**src/rtl/core/crdd_pkg.sv**
```systemverilog
// Shared types and constants for the CSR row diagonal dominance block.
`default_nettype none

package crdd_pkg;

    localparam int INDEX_BITS_DEF = 20;
    localparam int FRAC_BITS_DEF  = 16;
    localparam int COEF_BITS      = 32;
    localparam int SUM_BITS       = 48;

    localparam logic signed [SUM_BITS-1:0] SUM_MAX = {1'b0, {(SUM_BITS-1){1'b1}}};
    localparam logic signed [SUM_BITS-1:0] SUM_MIN = {1'b1, {(SUM_BITS-1){1'b0}}};

    // ratio bounds as magnitudes, one bit wider than the result word
    localparam logic [COEF_BITS:0] LIMIT_POS = {2'b00, {(COEF_BITS-1){1'b1}}};
    localparam logic [COEF_BITS:0] LIMIT_NEG = {2'b01, {(COEF_BITS-1){1'b0}}};

    typedef enum logic [1:0] {
        STATUS_OK         = 2'd0,
        STATUS_NODIAG_POS = 2'd1,
        STATUS_NODIAG_NEG = 2'd2,
        STATUS_SAT        = 2'd3
    } crdd_status_t;

    typedef enum logic {
        S_ACCUM = 1'b0,
        S_DIV   = 1'b1
    } crdd_state_t;

    typedef struct packed {
        logic done;
        logic ovf;
    } crdd_div_stat_t;

endpackage

`default_nettype wire

```
**src/rtl/core/crdd_div.sv**
```systemverilog
// Restoring divider, one quotient bit per cycle, with a sticky overflow above 33 bits.
`default_nettype none

module crdd_div
    import crdd_pkg::*;
#(
    parameter int FRAC_BITS = FRAC_BITS_DEF
)
(
    input  wire logic                  clk,
    input  wire logic                  rst_n,
    input  wire logic                  start,
    input  wire logic [SUM_BITS-1:0]   num,
    input  wire logic [COEF_BITS-1:0]  den,
    output logic [COEF_BITS:0]         quot,
    output crdd_div_stat_t             stat
);

    localparam int NW = SUM_BITS + FRAC_BITS;
    localparam int CW = $clog2(NW + 1);
    localparam logic [CW-1:0] STEPS = CW'(NW);
    localparam logic [CW-1:0] ONE   = CW'(1);

    logic [NW-1:0]        num_reg;
    logic [COEF_BITS-1:0] den_reg;
    logic [COEF_BITS-1:0] rem_reg;
    logic [COEF_BITS:0]   quo_reg;
    logic                 ovf_reg;
    logic [CW-1:0]        cnt_reg;
    logic                 busy_reg;
    logic                 done_reg;

    logic [COEF_BITS:0]   trial;
    logic                 ge;
    logic [COEF_BITS:0]   diff;

    assign trial = {rem_reg, num_reg[NW-1]};
    assign ge    = trial >= {1'b0, den_reg};
    assign diff  = trial - {1'b0, den_reg};

    always_ff @(posedge clk or negedge rst_n)
    begin
        if (!rst_n)
        begin
            busy_reg <= 1'b0;
            done_reg <= 1'b0;
            cnt_reg  <= '0;
        end
        else
        begin
            done_reg <= 1'b0;
            if (start)
            begin
                busy_reg <= 1'b1;
                cnt_reg  <= STEPS;
            end
            else if (busy_reg)
            begin
                cnt_reg <= cnt_reg - ONE;
                if (cnt_reg == ONE)
                begin
                    busy_reg <= 1'b0;
                    done_reg <= 1'b1;
                end
            end
        end
    end

    always_ff @(posedge clk)
    begin
        if (start)
        begin
            num_reg <= {num, {FRAC_BITS{1'b0}}};
            den_reg <= den;
            rem_reg <= '0;
            quo_reg <= '0;
            ovf_reg <= 1'b0;
        end
        else if (busy_reg)
        begin
            num_reg <= {num_reg[NW-2:0], 1'b0};
            // remainder stays below den, so it always fits the word
            rem_reg <= ge ? diff[COEF_BITS-1:0] : trial[COEF_BITS-1:0];
            quo_reg <= {quo_reg[COEF_BITS-1:0], ge};
            ovf_reg <= ovf_reg | quo_reg[COEF_BITS];
        end
    end

    assign quot      = quo_reg;
    assign stat.done = done_reg;
    assign stat.ovf  = ovf_reg;

endmodule

`default_nettype wire

```
**src/rtl/core/csr_row_diag_dominance_top.sv**
```systemverilog
// Top level: per-row diagonal dominance ratio of CSR matrix entries.
//
// Input channel (in_valid/in_stall) takes one nonzero entry per beat in row
// order; row_last marks the row's closing beat, holds_entry = 0 carries no entry.
// Non-closing beats enter a 48-bit saturating sum one per cycle between divisions.
// A closing beat with no nonzero diagonal has its result registered next cycle.
// A closing beat with a diagonal starts the shared restoring divider, one
// quotient bit per cycle over 48 + FRAC_BITS bits (64 at default), and the
// result is registered when the divider signals done; in_stall is high
// during the division.
// Output channel (out_valid/out_stall) is a single result register. Entry
// beats keep flowing while a result waits; outside a division, a closing beat
// is held off only while the output register is full and stalled.
// Reset clears the running sum, the diagonal, the sequencer and out_valid.
`default_nettype none

module csr_row_diag_dominance_top
    import crdd_pkg::*;
#(
    parameter int INDEX_BITS = INDEX_BITS_DEF,
    parameter int FRAC_BITS  = FRAC_BITS_DEF
)
(
    input  wire logic                         clk,
    input  wire logic                         rst_n,
    input  wire logic                         in_valid,
    output logic                              in_stall,
    input  wire logic [INDEX_BITS-1:0]        row,
    input  wire logic [INDEX_BITS-1:0]        column,
    input  wire logic signed [COEF_BITS-1:0]  coefficient,
    input  wire logic                         holds_entry,
    input  wire logic                         row_last,
    output logic                              out_valid,
    input  wire logic                         out_stall,
    output logic [INDEX_BITS-1:0]             result_row,
    output logic signed [COEF_BITS-1:0]       dominance,
    output logic [1:0]                        status
);

    crdd_state_t state_reg, state_next;

    logic signed [SUM_BITS-1:0] sum_reg;
    logic [COEF_BITS-1:0]       diag_reg;
    logic                       neg_reg;
    logic [INDEX_BITS-1:0]      row_reg;

    logic                       out_valid_reg;
    logic [INDEX_BITS-1:0]      result_row_reg;
    logic signed [COEF_BITS-1:0] dominance_reg;
    crdd_status_t               status_reg;

    logic                       accept;
    logic                       is_diag;
    logic [COEF_BITS-1:0]       mag;
    logic signed [SUM_BITS:0]   sum_wide;
    logic signed [SUM_BITS-1:0] sum_sat;
    logic signed [SUM_BITS-1:0] eff_sum;
    logic [COEF_BITS-1:0]       eff_diag;
    logic                       eff_neg;
    logic [SUM_BITS-1:0]        abs_sum;
    logic                       div_start;
    logic                       load_nodiag;

    logic [COEF_BITS:0]         quot;
    crdd_div_stat_t             div_stat;
    logic [COEF_BITS:0]         limit;
    logic                       over;
    logic [COEF_BITS-1:0]       mq;

    // entry magnitude; the most negative word maps to 2^31 as unsigned
    assign mag     = coefficient[COEF_BITS-1] ? (~coefficient + 1'b1) : coefficient;
    assign is_diag = column == row;

    assign sum_wide = is_diag ? ({sum_reg[SUM_BITS-1], sum_reg}
                                 + $signed({{(SUM_BITS+1-COEF_BITS){1'b0}}, mag}))
                              : ({sum_reg[SUM_BITS-1], sum_reg}
                                 - $signed({{(SUM_BITS+1-COEF_BITS){1'b0}}, mag}));

    always_comb
    begin
        if (sum_wide[SUM_BITS] != sum_wide[SUM_BITS-1])
            sum_sat = sum_wide[SUM_BITS] ? SUM_MIN : SUM_MAX;
        else
            sum_sat = sum_wide[SUM_BITS-1:0];
    end

    assign eff_sum  = holds_entry ? sum_sat : sum_reg;
    assign eff_diag = (holds_entry && is_diag) ? mag : diag_reg;
    assign eff_neg  = eff_sum[SUM_BITS-1];
    assign abs_sum  = eff_neg ? SUM_BITS'(-eff_sum) : SUM_BITS'(eff_sum);

    assign accept      = in_valid && !in_stall;
    assign div_start   = accept && row_last && (eff_diag != '0);
    assign load_nodiag = accept && row_last && (eff_diag == '0);

    crdd_div #(
        .FRAC_BITS (FRAC_BITS)
    ) u_div (
        .clk   (clk),
        .rst_n (rst_n),
        .start (div_start),
        .num   (abs_sum),
        .den   (eff_diag),
        .quot  (quot),
        .stat  (div_stat)
    );

    assign limit = neg_reg ? LIMIT_NEG : LIMIT_POS;
    assign over  = div_stat.ovf || (quot > limit);
    assign mq    = over ? limit[COEF_BITS-1:0] : quot[COEF_BITS-1:0];

    always_ff @(posedge clk or negedge rst_n)
    begin
        if (!rst_n)
            state_reg <= S_ACCUM;
        else
            state_reg <= state_next;
    end

    always_comb
    begin
        state_next = state_reg;
        in_stall   = 1'b1;
        case (state_reg)
            S_ACCUM:
            begin
                in_stall = row_last && out_valid_reg && out_stall;
                if (div_start)
                    state_next = S_DIV;
            end
            S_DIV:
            begin
                if (div_stat.done)
                    state_next = S_ACCUM;
            end
            default:
            begin
                state_next = S_ACCUM;
            end
        endcase
    end

    always_ff @(posedge clk or negedge rst_n)
    begin
        if (!rst_n)
        begin
            sum_reg       <= '0;
            diag_reg      <= '0;
            out_valid_reg <= 1'b0;
        end
        else
        begin
            if (accept)
            begin
                if (row_last)
                begin
                    sum_reg  <= '0;
                    diag_reg <= '0;
                end
                else
                begin
                    sum_reg  <= eff_sum;
                    diag_reg <= eff_diag;
                end
            end
            if (load_nodiag || div_stat.done)
                out_valid_reg <= 1'b1;
            else if (!out_stall)
                out_valid_reg <= 1'b0;
        end
    end

    always_ff @(posedge clk)
    begin
        if (div_start)
        begin
            neg_reg <= eff_neg;
            row_reg <= row;
        end
        if (load_nodiag)
        begin
            result_row_reg <= row;
            dominance_reg  <= '0;
            status_reg     <= eff_neg ? STATUS_NODIAG_NEG : STATUS_NODIAG_POS;
        end
        else if (div_stat.done)
        begin
            result_row_reg <= row_reg;
            dominance_reg  <= neg_reg ? $signed(-mq) : $signed(mq);
            status_reg     <= over ? STATUS_SAT : STATUS_OK;
        end
    end

    assign out_valid  = out_valid_reg;
    assign result_row = result_row_reg;
    assign dominance  = dominance_reg;
    assign status     = status_reg;

    // divider only finishes while the sequencer waits on it
    assert property (@(posedge clk) disable iff (!rst_n)
        div_stat.done |-> state_reg == S_DIV)
        else $error("divider done outside division state");

    // output slot is free for the whole division
    assert property (@(posedge clk) disable iff (!rst_n)
        state_reg == S_DIV |-> !out_valid_reg)
        else $error("output register busy during division");

    // rows without a diagonal report a zero ratio
    assert property (@(posedge clk) disable iff (!rst_n)
        (out_valid_reg && (status_reg == STATUS_NODIAG_POS
                           || status_reg == STATUS_NODIAG_NEG)) |-> dominance_reg == '0)
        else $error("nonzero ratio without diagonal");

endmodule

`default_nettype wire
```
**config.mk**
```make
export PLATFORM = sky130hd
export DESIGN_NAME = csr_row_diag_dominance_top
export DESIGN_NICKNAME = d
export VERILOG_FILES = /design/src/rtl/core/crdd_pkg.sv /design/src/rtl/core/crdd_div.sv /design/src/rtl/core/csr_row_diag_dominance_top.sv
export SDC_FILE = /design/constraint.sdc
export NUM_CORES = 1
export LEC_CHECK = 0
export BUFFER_PORTS_ARGS = -buffer_cell sky130_fd_sc_hd__buf_4
export CAP_MARGIN = 20
export CORE_ASPECT_RATIO = 1.5
export CORE_MARGIN = 3
export CORE_UTILIZATION = 30
export CTS_CLUSTER_DIAMETER = 100
export DETAILED_ROUTE_END_ITERATION = 8
export GPL_TIMING_DRIVEN = 1
export HOLD_SLACK_MARGIN = 0.02
export PLACE_DENSITY = 0.41
export SYNTH_ARGS = -nofsm -noshare
export SYNTH_HDL_FRONTEND = slang
export SYNTH_HIERARCHICAL = 1
export SYNTH_SLANG_ARGS = --single-unit
export TNS_END_PERCENT = 50
```
**constraint.sdc**
```tcl
create_clock -name clk -period 7.7 [get_ports clk]
set_input_delay 1.155 -clock clk [delete_from_list [all_inputs] [get_ports clk]]
set_output_delay 1.155 -clock clk [all_outputs]
set_load 0.01 [all_outputs]
```
==> impl_metrics.json <==
{
  "status": "finished, violations left",
  "violations": "negative setup slack",
  "cts_buffers": 39,
  "final_antenna_net_count": 0,
  "syn_nets": 2844,
  "rows": 123,
  "clk_pin_slew_ns": 0.06,
  "setup_viol": 2,
  "fp.dieW_um": 232,
  "cpPeakStageDelay_ns": 0.62,
  "cts_buffer_depth": 3,
  "required_ns": 8.02,
  "crit_fanout": 7,
  "min_period_ns": 7.73,
  "critPathBufInv": 7,
  "slew_headroom_pct": 28.6,
  "via_count": 22300,
  "gp_congestion": 0.899,
  "drive_above_1_share_pct": 30.9,
  "antenna_found_initial": 0,
  "tightest_slew_ns": 1.07,
  "fin_crit_sh_pct": 100,
  "remaining_drc_errors": 0,
  "p_leak_nw": 13.4,
  "dieArea_um2": 79800,
  "place_ws_ns": -1.01,
  "yosysSeqAreaShare_pct": 34.6,
  "grt_pass1_vias": 22900,
  "critPathTopFamily": "simple AND/OR/NAND/NOR gates",
  "rsz0062_at_grt": "true",
  "hold_violations": 0,
  "drv_cap": 0,
  "coreArea_um2": 75400,
  "async_flop_share_pct": 29.2,
  "drtIter0Drc": 1096,
  "overflow": 0,
  "r2r_cells": 22,
  "synth_cells": 2642,
  "final_max_slew_viol_count": 0,
  "fin_util_pct": 41.2,
  "vias_per_cell": 5.29,
  "io_pins": 134,
  "hp-class": "register to register",
  "clkLatencyLatePin_ns": 0.57,
  "ys_types": 106,
  "wire_per_inst_um": 22.1,
  "synth_edf_count": 123,
  "grt_max_degree": 108,
  "root_buffer": "clkbuf_16",
  "die_y_um": 345,
  "critical_path_class": "input pin to register",
  "htreeDepth": 2,
  "whs_path_depth": 2,
  "syn-cell-area_um2": 22900,
  "critical-path-slowest-cell": "or4_4",
  "arrival_ns": 8.04,
  "syn_area_per_cell_um2": 8.68,
  "wl_um": 93300,
  "ys.warnings.count": 6,
  "grt_pass1_wl_um": 140000,
  "hpwlAfterDp_um": 72200,
  "cp.depth": 30,
  "cts_hold_buf": 0,
  "grtUsageTotal_pct": 22.9,
  "cts_tree": "built",
  "fin_worst_skew_ns": 0.0224,
  "fmax_mhz": 129,
  "end_kind": "register",
  "ys_seq_elements": 312,
  "io_buffers": 133,
  "cellPowerDensity_nw_per_um2": 474,
  "finalWorstSetupSlack_ns": -0.0254,
  "area_delta_synth_final_pct": 35.4,
  "first_pass_iters": 5,
  "cts_sinks": 312,
  "start_kind": "input pin",
  "crit_top_cell": "buf_4",
  "synth_flop_cell": "edfxtp_1",
  "nNetsFinal": 3384,
  "start_util_pct": 30.4,
  "vdd_drop_max_v": 0.000378
}
[Yosys cell counts (all sizes together), types with 37 or more instances]
cell	n	area, um2
a22o	38	333
xor2	84	736
a21oi	229	1150
dfrtp	91	2280
nand3	46	230
a21o	60	450
xnor2	118	1050
mux2i	46	460
edfxtp	123	3690
nor2	251	942
nor3	54	275
clkbuf	114	428
mux2	71	803
ha	122	1530
a31oi	41	272
buf	37	238
inv	111	419
o21ai	178	895
nand2	266	1020
dfxtp	98	1960
[where the power goes]
group	internal (W)	switching (W)
Clock	0.00116	0.000790
Combinational	0.00470	0.00522
Sequential	0.00224	0.000604
[final timing paths]
kind	from	slack, ns	to
worst min register to register	dominance[30]$_SDFFE_PP0P_	0.46	dominance[30]$_SDFFE_PP0P_
worst max-delay path	coefficient[2]	-0.03	u_div/num_reg[54]$_DFFE_PP_
worst min-delay path	dominance[30]$_SDFFE_PP0P_	0.46	dominance[30]$_SDFFE_PP0P_
min in group asynchronous	rst_n	0.53	sum_reg[26]$_DFFE_PN0P_
worst max register to register	neg_reg$_DFFE_PP_	1.95	dominance[26]$_SDFFE_PP0P_
max in group asynchronous	rst_n	5.69	u_div/busy_reg$_DFF_PN0_
[per-stage QoR]
stage	power (W)	hold slack [ns]	TNS [ns]	instances	instance area, um2
after floorplan	0.00785	0.438	-5.66	2642	23300
after global placement	0.0120	0.456	-33.12	4081	28400
after detailed placement	0.0120	0.458	-37.00	4081	28400
after CTS	0.0144	0.468	-0.362	4198	30500
after global routing	0.0157	0.491	-5.01	4213	31000
final	0.0147	0.464	-0.0300	4214	31000
[worst reg2reg max path: stages (launching register included)]
cell and delay (ns):
edfxtp_1 0.76, buf_4 0.33, ha_1 0.27, a21o_1 0.18, a21oi_1 0.14, a21oi_1 0.08, a211o_1 0.31, a221oi_1 0.38
o221ai_1 0.19, a21o_1 0.18, buf_4 0.28, o21ai_0 0.46, ha_1 0.22, buf_4 0.21, nand2_1 0.07, nor4_1 0.18
buf_4 0.20, a21o_1 0.15, nand3_1 0.21, o41a_1 0.39, a21oi_1 0.16, o221ai_1 0.17, a21oi_1 0.18
[cell usage in the layout (no fill, tap or decap), drive strengths merged, types with 10 or more instances in the layout]
cell	n
and3	16
xnor2	118
buf	648
nand4	30
o31ai	27
o21bai	16
a311oi	27
ha	122
and2	18
a31oi	41
mux2i	46
nor2b	21
a211o	10
mux2	71
edfxtp	123
a211oi	27
o211ai	22
o21ai	178
inv	114
o21a	10
o22ai	13
a22o	38
nor2	251
nand3	46
or4	12
nand2b	13
a21o	60
nor3	54
nand2	266
or3	24
nor4	25
xor2	84
a41oi	16
clkbuf	62
dfrtp	91
dfxtp	98
a21oi	229
[what timing repair did]
item / 4_1_cts / 5_1_grt
pin swaps: 61 / 44
gates resized for setup: 78 / 83
setup endpoints to repair: 37 / 35
gates cloned: 1 / 2
buffers inserted: 44 / 16
[area by class of cell]
cell class	count	area, um2
Fill cell	7712	44400
Clock buffer	60	1170
Clock inverter	12	161
Sequential cell	312	7940
Inverter	112	434
Tap cell	1000	1250
Multi-Input combinational cell	2067	15000
Timing Repair Buffer	650	5100
Antenna cell	1	2.50
[routing by layer]
layer	vias to the layer above	GRT usage (%)	routed length, um
met5	-	0	0
met4	0	12.2	5820
met3	193	1.95	2110
met2	428	46.6	52900
met1	10900	22.4	32400
li1	10800	-	-
[cell families (layout without fill, tap and decap cells)]
family,after synthesis,after routing,synth area share (%)
xor+xnor,202,202,7.80
compound gates,800,800,23.4
simple gates,817,817,16.8
other cells,0,1,0
fa+ha+maj,131,131,7.14
buf+inv,263,834,4.75
flops,312,312,34.6
mux,117,117,5.51
Power figures use the tool's default switching activity.
